$ cat config.mk
export PLATFORM = sky130hd
export DESIGN_NAME = multi_channel_moving_average
export DESIGN_NICKNAME = d
export VERILOG_FILES = /design/src/rtl/mcma_pkg.sv /design/src/rtl/multi_channel_moving_average.sv
export VERILOG_INCLUDE_DIRS = /design/src /design/src/rtl
export SDC_FILE = /design/constraint.sdc
export NUM_CORES = 2
export LEC_CHECK = 0
export BUFFER_PORTS_ARGS = -buffer_cell sky130_fd_sc_hd__buf_2
export CELL_PAD_IN_SITES_DETAIL_PLACEMENT = 0
export CELL_PAD_IN_SITES_GLOBAL_PLACEMENT = 2
export CORE_ASPECT_RATIO = 1.1
export CORE_UTILIZATION = 31
export CTS_CLUSTER_DIAMETER = 80
export DETAILED_ROUTE_END_ITERATION = 8
export MAX_ROUTING_LAYER = met4
export PLACE_DENSITY_LB_ADDON = 0.1
export SETUP_SLACK_MARGIN = 0.4
export SYNTH_ARGS = -nofsm -noshare
export SYNTH_HDL_FRONTEND = slang
export SYNTH_SLANG_ARGS = --single-unit
$ cat constraint.sdc
create_clock -name clk -period 6.5 [get_ports clk]
set_input_delay 0.325 -clock clk [delete_from_list [all_inputs] [get_ports clk]]
set_output_delay 0.325 -clock clk [all_outputs]
set_load 0.05 [all_outputs]
$ cat src/rtl/assert_macros.svh
// Assertion macros used by the RTL top level.
// No dependencies; define ASSERT_OFF to compile the checks out.
`ifndef ASSERT_MACROS_SVH
`define ASSERT_MACROS_SVH

`ifndef ASSERT_OFF

// Condition must hold at every clock edge outside reset.
`define ASSERT_ALWAYS(lbl, ck, rn, cond) \
  lbl: assert property (@(posedge ck) disable iff (!rn) (cond)) \
    else $error("invariant violated");

// Consequent must hold in the same cycle as the antecedent.
`define ASSERT_IMPLY(lbl, ck, rn, ante, cons) \
  lbl: assert property (@(posedge ck) disable iff (!rn) (ante) |-> (cons)) \
    else $error("implication violated");

`else

`define ASSERT_ALWAYS(lbl, ck, rn, cond)
`define ASSERT_IMPLY(lbl, ck, rn, ante, cons)

`endif

`endif

$ cat src/rtl/mcma_pkg.sv
// Shared types and fixed constants of the multi-channel moving average.
// No dependencies.
package mcma_pkg;

  localparam int SAMPLE_W = 16;  // sample and average width
  localparam int CHAN_W   = 6;   // channel selector width
  localparam int FIFO_D   = 8;   // result buffer depth
  localparam int FIFO_AW  = 3;   // log2 of FIFO_D

  typedef struct packed {
    logic signed [SAMPLE_W-1:0] average;
    logic                       bad_channel;
  } result_t;

endpackage

$ cat src/rtl/multi_channel_moving_average.sv
// Multi-channel moving average, top level.
// Depends on mcma_pkg and assert_macros.svh.
//
// Bank of CHANNELS boxcar averages over the last WINDOW samples of each
// channel. in_tuser selects the channel, in_tdata carries a signed sample;
// each input transaction gives exactly one output transaction, in order,
// holding the channel's window sum divided by WINDOW (truncated toward zero)
// in out_tdata. A channel at or above CHANNELS leaves all state untouched and
// returns zero with out_tuser set. One transaction is accepted every clock
// cycle while in_tready is high; the result passes the s1..s4 registers
// and the buffer write before out_tvalid rises. The rate is set by a
// single read-modify-write per item on two memories: a per-channel state
// memory (pointer, wrap flag, running sum) and a sample memory of
// CHANNELS*WINDOW words, both with registered reads; back-to-back items on
// the same channel are handled by forwarding. Results drain through an
// 8-entry buffer with credit flow control, so in_tready drops only when 8
// transactions are accepted and not yet taken at the output. State is ready
// right after reset: per-channel valid flags mark never-used channels, and a
// per-channel wrap flag marks window slots that were never written, so no
// memory clearing pass is needed.
`include "assert_macros.svh"

module multi_channel_moving_average #(
  parameter int CHANNELS = 10,   // 1..64
  parameter int WINDOW   = 5     // 1..64
) (
  input  logic        clk,
  input  logic        rst_n,
  // input stream
  input  logic        in_tvalid,
  output logic        in_tready,
  input  logic [15:0] in_tdata,   // [15:0] sample (signed)
  input  logic [5:0]  in_tuser,   // [5:0] channel
  // result stream
  output logic        out_tvalid,
  input  logic        out_tready,
  output logic [15:0] out_tdata,  // [15:0] average (signed)
  output logic [0:0]  out_tuser   // [0] bad_channel
);

  localparam int SW       = mcma_pkg::SAMPLE_W;
  localparam int CH_IDX_W = (CHANNELS > 1) ? $clog2(CHANNELS) : 1;
  localparam int PTR_W    = (WINDOW > 1) ? $clog2(WINDOW) : 1;
  localparam int DEPTH    = CHANNELS * WINDOW;
  localparam int ADDR_W   = (DEPTH > 1) ? $clog2(DEPTH) : 1;
  localparam int LOG_W    = $clog2(WINDOW);
  localparam int SUM_W    = SW + LOG_W;          // holds WINDOW * sample
  localparam int SHIFT    = SUM_W + LOG_W;       // reciprocal scaling
  localparam int RECIP_W  = SHIFT + 1;
  localparam logic [RECIP_W-1:0] RECIP =
    RECIP_W'(((64'd1 << SHIFT) + 64'(WINDOW) - 64'd1) / 64'(WINDOW));
  localparam int PROD_W   = SUM_W + RECIP_W;
  localparam int Q_W      = SW + 1;
  localparam int CRED_W   = mcma_pkg::FIFO_AW + 1;

  typedef struct packed {
    logic                    wrapped;  // every slot written at least once
    logic [PTR_W-1:0]        ptr;      // next slot to write
    logic signed [SUM_W-1:0] sum;      // window sum
  } chan_state_t;

  // ---------------------------------------------------------------------
  // Storage
  // ---------------------------------------------------------------------
  chan_state_t           chan_mem [CHANNELS];
  logic signed [SW-1:0]  smp_mem  [DEPTH];
  logic [CHANNELS-1:0]   chan_vld_r;         // channel has been written

  // ---------------------------------------------------------------------
  // Stage 0: accept, read channel state
  // ---------------------------------------------------------------------
  logic                in_accept;
  logic                in_bad;
  logic [CH_IDX_W-1:0] in_idx;

  assign in_accept = in_tvalid && in_tready;
  assign in_bad    = {1'b0, in_tuser} >= 7'(CHANNELS);
  assign in_idx    = in_tuser[CH_IDX_W-1:0];

  logic                 s1_vld_r, s1_bad_r, s1_known_r;
  logic [CH_IDX_W-1:0]  s1_idx_r;
  logic signed [SW-1:0] s1_smp_r;
  chan_state_t          chan_q_r;

  always_ff @(posedge clk) begin
    chan_q_r   <= chan_mem[in_idx];
    s1_known_r <= chan_vld_r[in_idx];
    s1_idx_r   <= in_idx;
    s1_smp_r   <= in_tdata;
    s1_bad_r   <= in_bad;
    if (!rst_n) begin
      s1_vld_r <= 1'b0;
    end else begin
      s1_vld_r <= in_accept;
    end
  end

  // ---------------------------------------------------------------------
  // Stage 1: resolve state with forwarding, advance pointer, read sample
  // ---------------------------------------------------------------------
  logic                 s2_vld_r, s2_bad_r, s2_wrap_old_r, s2_wrap_new_r, s2_fwd_r;
  logic [CH_IDX_W-1:0]  s2_idx_r;
  logic signed [SW-1:0] s2_smp_r, s2_fwd_smp_r, smp_q_r;
  logic [ADDR_W-1:0]    s2_addr_r;
  logic [PTR_W-1:0]     s2_ptr_new_r;
  logic signed [SUM_W-1:0] s2_sum_old_r;

  logic                 s2_wr;
  chan_state_t          s2_state_nxt;
  logic                 wb_vld_r;
  logic [CH_IDX_W-1:0]  wb_idx_r;
  chan_state_t          wb_state_r;

  chan_state_t          s1_cur;
  logic                 s1_last, s1_fwd;
  logic [PTR_W-1:0]     s1_ptr_nxt;
  logic [ADDR_W-1:0]    s1_addr;

  always_comb begin
    // newest copy wins: item in stage 2, then the last write, then memory, else zero for an unused channel
    if (s2_wr && (s2_idx_r == s1_idx_r)) begin
      s1_cur = s2_state_nxt;
    end else if (wb_vld_r && (wb_idx_r == s1_idx_r)) begin
      s1_cur = wb_state_r;
    end else if (s1_known_r) begin
      s1_cur = chan_q_r;
    end else begin
      s1_cur = '0;
    end
    s1_last    = (s1_cur.ptr == PTR_W'(WINDOW - 1));
    s1_ptr_nxt = s1_last ? '0 : s1_cur.ptr + PTR_W'(1);
    s1_addr    = ADDR_W'(s1_idx_r) * ADDR_W'(WINDOW) + ADDR_W'(s1_cur.ptr);
    // same-edge write to the slot being read (single-slot window)
    s1_fwd     = s2_wr && (s2_addr_r == s1_addr);
  end

  always_ff @(posedge clk) begin
    smp_q_r       <= smp_mem[s1_addr];
    s2_bad_r      <= s1_bad_r;
    s2_idx_r      <= s1_idx_r;
    s2_smp_r      <= s1_smp_r;
    s2_addr_r     <= s1_addr;
    s2_wrap_old_r <= s1_cur.wrapped;
    s2_sum_old_r  <= s1_cur.sum;
    s2_ptr_new_r  <= s1_ptr_nxt;
    s2_wrap_new_r <= s1_cur.wrapped | s1_last;
    s2_fwd_r      <= s1_fwd;
    s2_fwd_smp_r  <= s2_smp_r;
    if (!rst_n) begin
      s2_vld_r <= 1'b0;
    end else begin
      s2_vld_r <= s1_vld_r;
    end
  end

  // ---------------------------------------------------------------------
  // Stage 2: update running sum, write back both memories
  // ---------------------------------------------------------------------
  logic signed [SW-1:0]    s2_old;
  logic signed [SUM_W-1:0] s2_sum_nxt;
  logic [SUM_W-1:0]        s2_mag;

  always_comb begin
    if (!s2_wrap_old_r) begin
      s2_old = '0;             // slot never written
    end else if (s2_fwd_r) begin
      s2_old = s2_fwd_smp_r;
    end else begin
      s2_old = smp_q_r;
    end
    s2_sum_nxt   = s2_sum_old_r + SUM_W'(s2_smp_r) - SUM_W'(s2_old);
    s2_wr        = s2_vld_r && !s2_bad_r;
    s2_state_nxt = '{wrapped: s2_wrap_new_r, ptr: s2_ptr_new_r, sum: s2_sum_nxt};
    s2_mag       = s2_sum_nxt[SUM_W-1] ? SUM_W'(-s2_sum_nxt) : SUM_W'(s2_sum_nxt);
  end

  always_ff @(posedge clk) begin
    if (s2_wr) begin
      chan_mem[s2_idx_r] <= s2_state_nxt;
      smp_mem[s2_addr_r] <= s2_smp_r;
    end
  end

  always_ff @(posedge clk) begin
    wb_idx_r   <= s2_idx_r;
    wb_state_r <= s2_state_nxt;
    if (!rst_n) begin
      chan_vld_r <= '0;
      wb_vld_r   <= 1'b0;
    end else begin
      wb_vld_r <= s2_wr;
      if (s2_wr) begin
        chan_vld_r[s2_idx_r] <= 1'b1;
      end
    end
  end

  // ---------------------------------------------------------------------
  // Stages 3-4: magnitude times reciprocal of WINDOW, restore sign
  // ---------------------------------------------------------------------
  logic                 s3_vld_r, s3_bad_r, s3_neg_r;
  logic [SUM_W-1:0]     s3_mag_r;
  logic                 s4_vld_r, s4_bad_r, s4_neg_r;
  logic [Q_W-1:0]       s4_q_r;
  logic [PROD_W-1:0]    s3_prod;

  assign s3_prod = PROD_W'(s3_mag_r) * PROD_W'(RECIP);

  always_ff @(posedge clk) begin
    s3_bad_r <= s2_bad_r;
    s3_neg_r <= s2_sum_nxt[SUM_W-1];
    s3_mag_r <= s2_mag;
    s4_bad_r <= s3_bad_r;
    s4_neg_r <= s3_neg_r;
    s4_q_r   <= Q_W'(s3_prod >> SHIFT);
    if (!rst_n) begin
      s3_vld_r <= 1'b0;
      s4_vld_r <= 1'b0;
    end else begin
      s3_vld_r <= s2_vld_r;
      s4_vld_r <= s3_vld_r;
    end
  end

  mcma_pkg::result_t s4_res;
  logic [Q_W-1:0]    s4_signed_q;

  always_comb begin
    s4_signed_q        = s4_neg_r ? -s4_q_r : s4_q_r;
    s4_res.average     = s4_bad_r ? '0 : SW'(s4_signed_q);
    s4_res.bad_channel = s4_bad_r;
  end

  // ---------------------------------------------------------------------
  // Result buffer with credit count
  // ---------------------------------------------------------------------
  mcma_pkg::result_t               fifo_mem [mcma_pkg::FIFO_D];
  logic [mcma_pkg::FIFO_AW:0]      wr_ptr_r, rd_ptr_r;
  logic [CRED_W-1:0]               cred_r, cred_nxt;
  logic                            out_pop;
  mcma_pkg::result_t               head;

  assign out_pop   = out_tvalid && out_tready;
  assign in_tready = cred_r < CRED_W'(mcma_pkg::FIFO_D);
  assign cred_nxt  = cred_r + CRED_W'(in_accept) - CRED_W'(out_pop);

  always_ff @(posedge clk) begin
    if (s4_vld_r) begin
      fifo_mem[wr_ptr_r[mcma_pkg::FIFO_AW-1:0]] <= s4_res;
    end
  end

  always_ff @(posedge clk) begin
    if (!rst_n) begin
      wr_ptr_r <= '0;
      rd_ptr_r <= '0;
      cred_r   <= '0;
    end else begin
      cred_r <= cred_nxt;
      if (s4_vld_r) begin
        wr_ptr_r <= wr_ptr_r + 1'b1;
      end
      if (out_pop) begin
        rd_ptr_r <= rd_ptr_r + 1'b1;
      end
    end
  end

  assign head       = fifo_mem[rd_ptr_r[mcma_pkg::FIFO_AW-1:0]];
  assign out_tvalid = (wr_ptr_r != rd_ptr_r);
  assign out_tdata  = head.average;
  assign out_tuser  = head.bad_channel;

  // ---------------------------------------------------------------------
  // Assertions
  // ---------------------------------------------------------------------
  `ASSERT_ALWAYS(a_credit_bound, clk, rst_n, cred_r <= CRED_W'(mcma_pkg::FIFO_D))
  `ASSERT_ALWAYS(a_fifo_within_credit, clk, rst_n, (wr_ptr_r - rd_ptr_r) <= cred_r)
  `ASSERT_IMPLY(a_ptr_in_window, clk, rst_n, s2_wr, int'(s2_ptr_new_r) < WINDOW)
  `ASSERT_IMPLY(a_bad_is_zero, clk, rst_n, out_tvalid && out_tuser[0], out_tdata == '0)

endmodule
==> results by group <==
Status
  • Outcome: completed

STA
  • Fin crit share: 87.54%
  • RSZ-0062 raised after global routing: false
  • Relative slew margins: a little over a quarter
  • Fin crit period: 5.690 ns
  • Slew Viols, Final: 0
  • Setup TNS: 0 ns
  • Max Freq: 175.7 MHz
  • Final setup fails: 0
  • Worst-Margin Slew: between 1 and 1.5 ns
  • Setup Skew: roughly 0.037 ns
  • Final hold violation count: 0

Clock network
  • CTS tree: built
  • Clk slew on worst S/H paths: ~0.060 ns
  • Post-CTS setup buffers: 0
  • CTS sink cnt: between 1,000 and 1,500
  • CTS H-tree depth: 4
  • Clk_lat worst skew: between 0.8 and 0.9 ns
  • CTS root buffer: clkbuf_16
  • TritonCTS Buffers: 153
  • Clock tree buffer depth: 3

Synthesis
  • Post-synthesis mux area share: approximately 14%
  • Adder-Cell Fraction of Synth Area: 7.840%
  • Register area share after synthesis: between 60% and 70%
  • YS warnings: 0
  • Synth Register Bits: about 1,400
  • Post-synth ARST share: 0%
  • Synth area leaders: edfxtp_1 (60%), mux4_2 (12%), dfxtp_1 (7.7%)
  • Number of synthesized flops with an enable pin: 1,166
  • Most common cell in the netlist: edfxtp_1
  • Simple-Gate Fraction of Synth Area: between 3 and 4%
  • Synthesized Nets: 3,581
  • Post-synth top flop: edfxtp_1
  • Syn Area/Cell: 17.88 sq um
  • Largest family of logic cells by synthesized area: multiplexers
  • Xor/xnor share of the synthesized area: 1.440%
  • Synth Cell Area: 58,320 sq um
  • Cell count after synthesis: ~3,300
  • Cell taking the most area after synthesis: edfxtp_1
  • Yosys cell types: 69
  • Most frequent cells after synthesis: edfxtp_1 (1,166), mux4_2 (322), inv_1 (305)
  • Top cell type's share of synthesized area: roughly 60%
  • Compound-Gate Fraction of Synth Area: between 2 and 3%

Setup path
  • Startpoint Class: flop
  • Worst R2R Path Depth: 20
  • CP Data Arrival Time: ~6.4 ns
  • R2R Path Start: s3_mag_r[4]
  • Nature of the critical path endpoint: flop
  • Crit Path Class: flop to flop
  • R2R Setup Slk: just over 0.8 ns
  • Start point of the critical path: s3_mag_r[4]
  • CP Data Required Time: between 7 and 8 ns
  • Reg2Reg Capture Point: s4_q_r[15]
  • Worst-path maximum fanout: 5
  • Crit path to: s4_q_r[15]

Flow run
  • Max_cap viols: 0

Cells and area
  • Filler cells: between 15,000 and 20,000
  • Area of the multi-input gates: roughly 17,000 sq um
  • Layout cells sized above 1: between 20% and 30%
  • Antenna Cells: 0
  • P&R area growth vs syn: 15.91%
  • Sequential Area: between 30,000 and 40,000 sq um
  • Fin nets: around 3,800

Floorplanning
  • Die Ht: around 460 um
  • Die Area: ~190,000 sq um
  • Initial Utilization: 31.27%
  • I/O pin total: 45
  • Core area: 186,500 sq um
  • Row count: ~170
  • Die X-Extent: roughly 420 um

Global routing
  • First-pass GRT wire length: around 230,000 um
  • Antenna violations before repair: 9
  • Vias in the first global route: ~32,000
  • Largest net degree at the start of global routing: between 50 and 60
  • Gr usage total: roughly 17%
  • Gr ovfl total: 0

Drt
  • Post-Route WL: 156,700 um
  • Final ANT Viol Nets: 0
  • Via/cell ratio: 4.800
  • DRT iter0 DRCs: around 2,000
  • Vias: 29,050
  • Drt pass-1 iters: 5
  • Drt drc: 0
  • Per-cell routed wire length: 25.90 um

Worst hold path
  • Hold Crit Class: input pin to flop

Placed design
  • Count of input and output buffers: 44
  • Hpwl dp: between 90,000 and 100,000 um
  • RePlAce Congestion: just under 0.8
## routing by layer
metal	routed length [um]	track usage (%)	vias to the layer above
li1	-	-	12880
met1	68490	21.62	15530
met2	81050	29.42	449
met3	4718	2.376	188
met4	2471	3.622	0
met5	0	-	-
## cell families after synthesis
kind of cell / count (synthesis)
and+or+nand+nor: 361
buffers and inverters: 434
DFF: 1389
xor gates and xnor gates: 95
AOI/OAI and AO/OA: 270
adders and majority gates: 294
muxes: 418
## registers in the layout, indices dropped and copies added, names as in the netlist, 18 cells and up, named ones only
register      flops
smp_mem         800
wb_state_r       22
s3_mag_r         18
chan_q_r         23
fifo_mem        136
chan_mem        230
s2_sum_old_r     19
## what timing repair did
action                                  4_1_cts  5_1_grt
hold buffers                                 19        0
endpoints found under the hold margin        18        0
endpoints found under the setup margin        0        3
gates resized for setup                       0        3
## placed cells by master, fill, tap and decap left out, types with 6 or more instances in the layout
cell / count
a211oi_1: 40
a21o_1: 20
a21oi_1: 114
a31oi_1: 10
and2_1: 17
and3_1: 27
buf_12: 10
buf_2: 43
buf_4: 128
bufinv_16: 6
clkbuf_1: 45
clkbuf_16: 155
clkbuf_8: 17
clkinv_1: 17
clkinv_2: 18
dfxtp_1: 206
dfxtp_2: 17
dlygate4sd3_1: 19
edfxtp_1: 1166
fa_1: 118
ha_1: 173
inv_1: 305
mux2_2: 19
mux2i_1: 77
mux4_2: 322
nand2_1: 47
nand2b_1: 9
nand3_1: 13
nand3b_1: 8
nand4_1: 7
nor2_1: 129
nor2_2: 9
nor2b_1: 46
nor3_1: 9
nor3_2: 9
o21a_1: 16
o21ai_0: 30
or2_2: 7
xnor2_1: 56
xor2_1: 35
## area by class of cell
| type | count | area share [%] |
|---|---|---|
| Timing Repair Buffer | 200 | 2.317 |
| Multi-Input combinational cell | 1438 | 25.65 |
| Sequential cell | 1389 | 58.43 |
| Clock inverter | 65 | 1.046 |
| Tap cell | 2436 | 4.509 |
| Inverter | 305 | 1.694 |
| Clock buffer | 218 | 6.345 |
## worst min path at each step
stage / start / to / slack (ns) / depth (start not counted)
floorplan: s1_bad_r / s2_bad_r / 0.31 / 0
detailed placement: s1_smp_r[11] / s2_smp_r[11] / 0.32 / 0
global route: rst_n / chan_vld_r[6] / 0.08 / 2
finish: rst_n / chan_vld_r[6] / 0.09 / 2
CTS: out_tready / flop / 0.03 / 4
global placement: s1_smp_r[14] / s2_smp_r[14] / 0.32 / 0
## through the flow
step	worst slack, ns	util, %	hold slack [ns]	instances	area (sq um)
after floorplan	1.189	-	0.3096	3261	58320
after global placement	0.5561	33.45	0.3189	5748	62380
after detailed placement	0.5088	33.45	0.3190	5748	62380
after CTS	0.4677	36.23	0.03353	6050	67570
after global routing	0.4969	36.24	0.08360	6051	67600
final	0.8099	36.24	0.08718	6051	67600
## worst max-delay path, cell delays in order (launching register included)
cell      delay (ns)
dfxtp_1         0.37
ha_1            0.33
inv_1           0.06
fa_1            0.58
inv_1           0.10
fa_1            0.55
inv_1           0.08
fa_1            0.55
inv_1           0.06
fa_1            0.46
fa_1            0.39
ha_1            0.39
a21o_1          0.21
a31oi_1         0.20
nand2_1         0.09
a211oi_2        0.24
buf_4           0.16
o32ai_2         0.13
o41ai_2         0.32
o21bai_1        0.12
xnor2_1         0.13
Power is not shown: default switching activity piles up to over one toggle a cycle in this logic, so the estimate is an artifact.
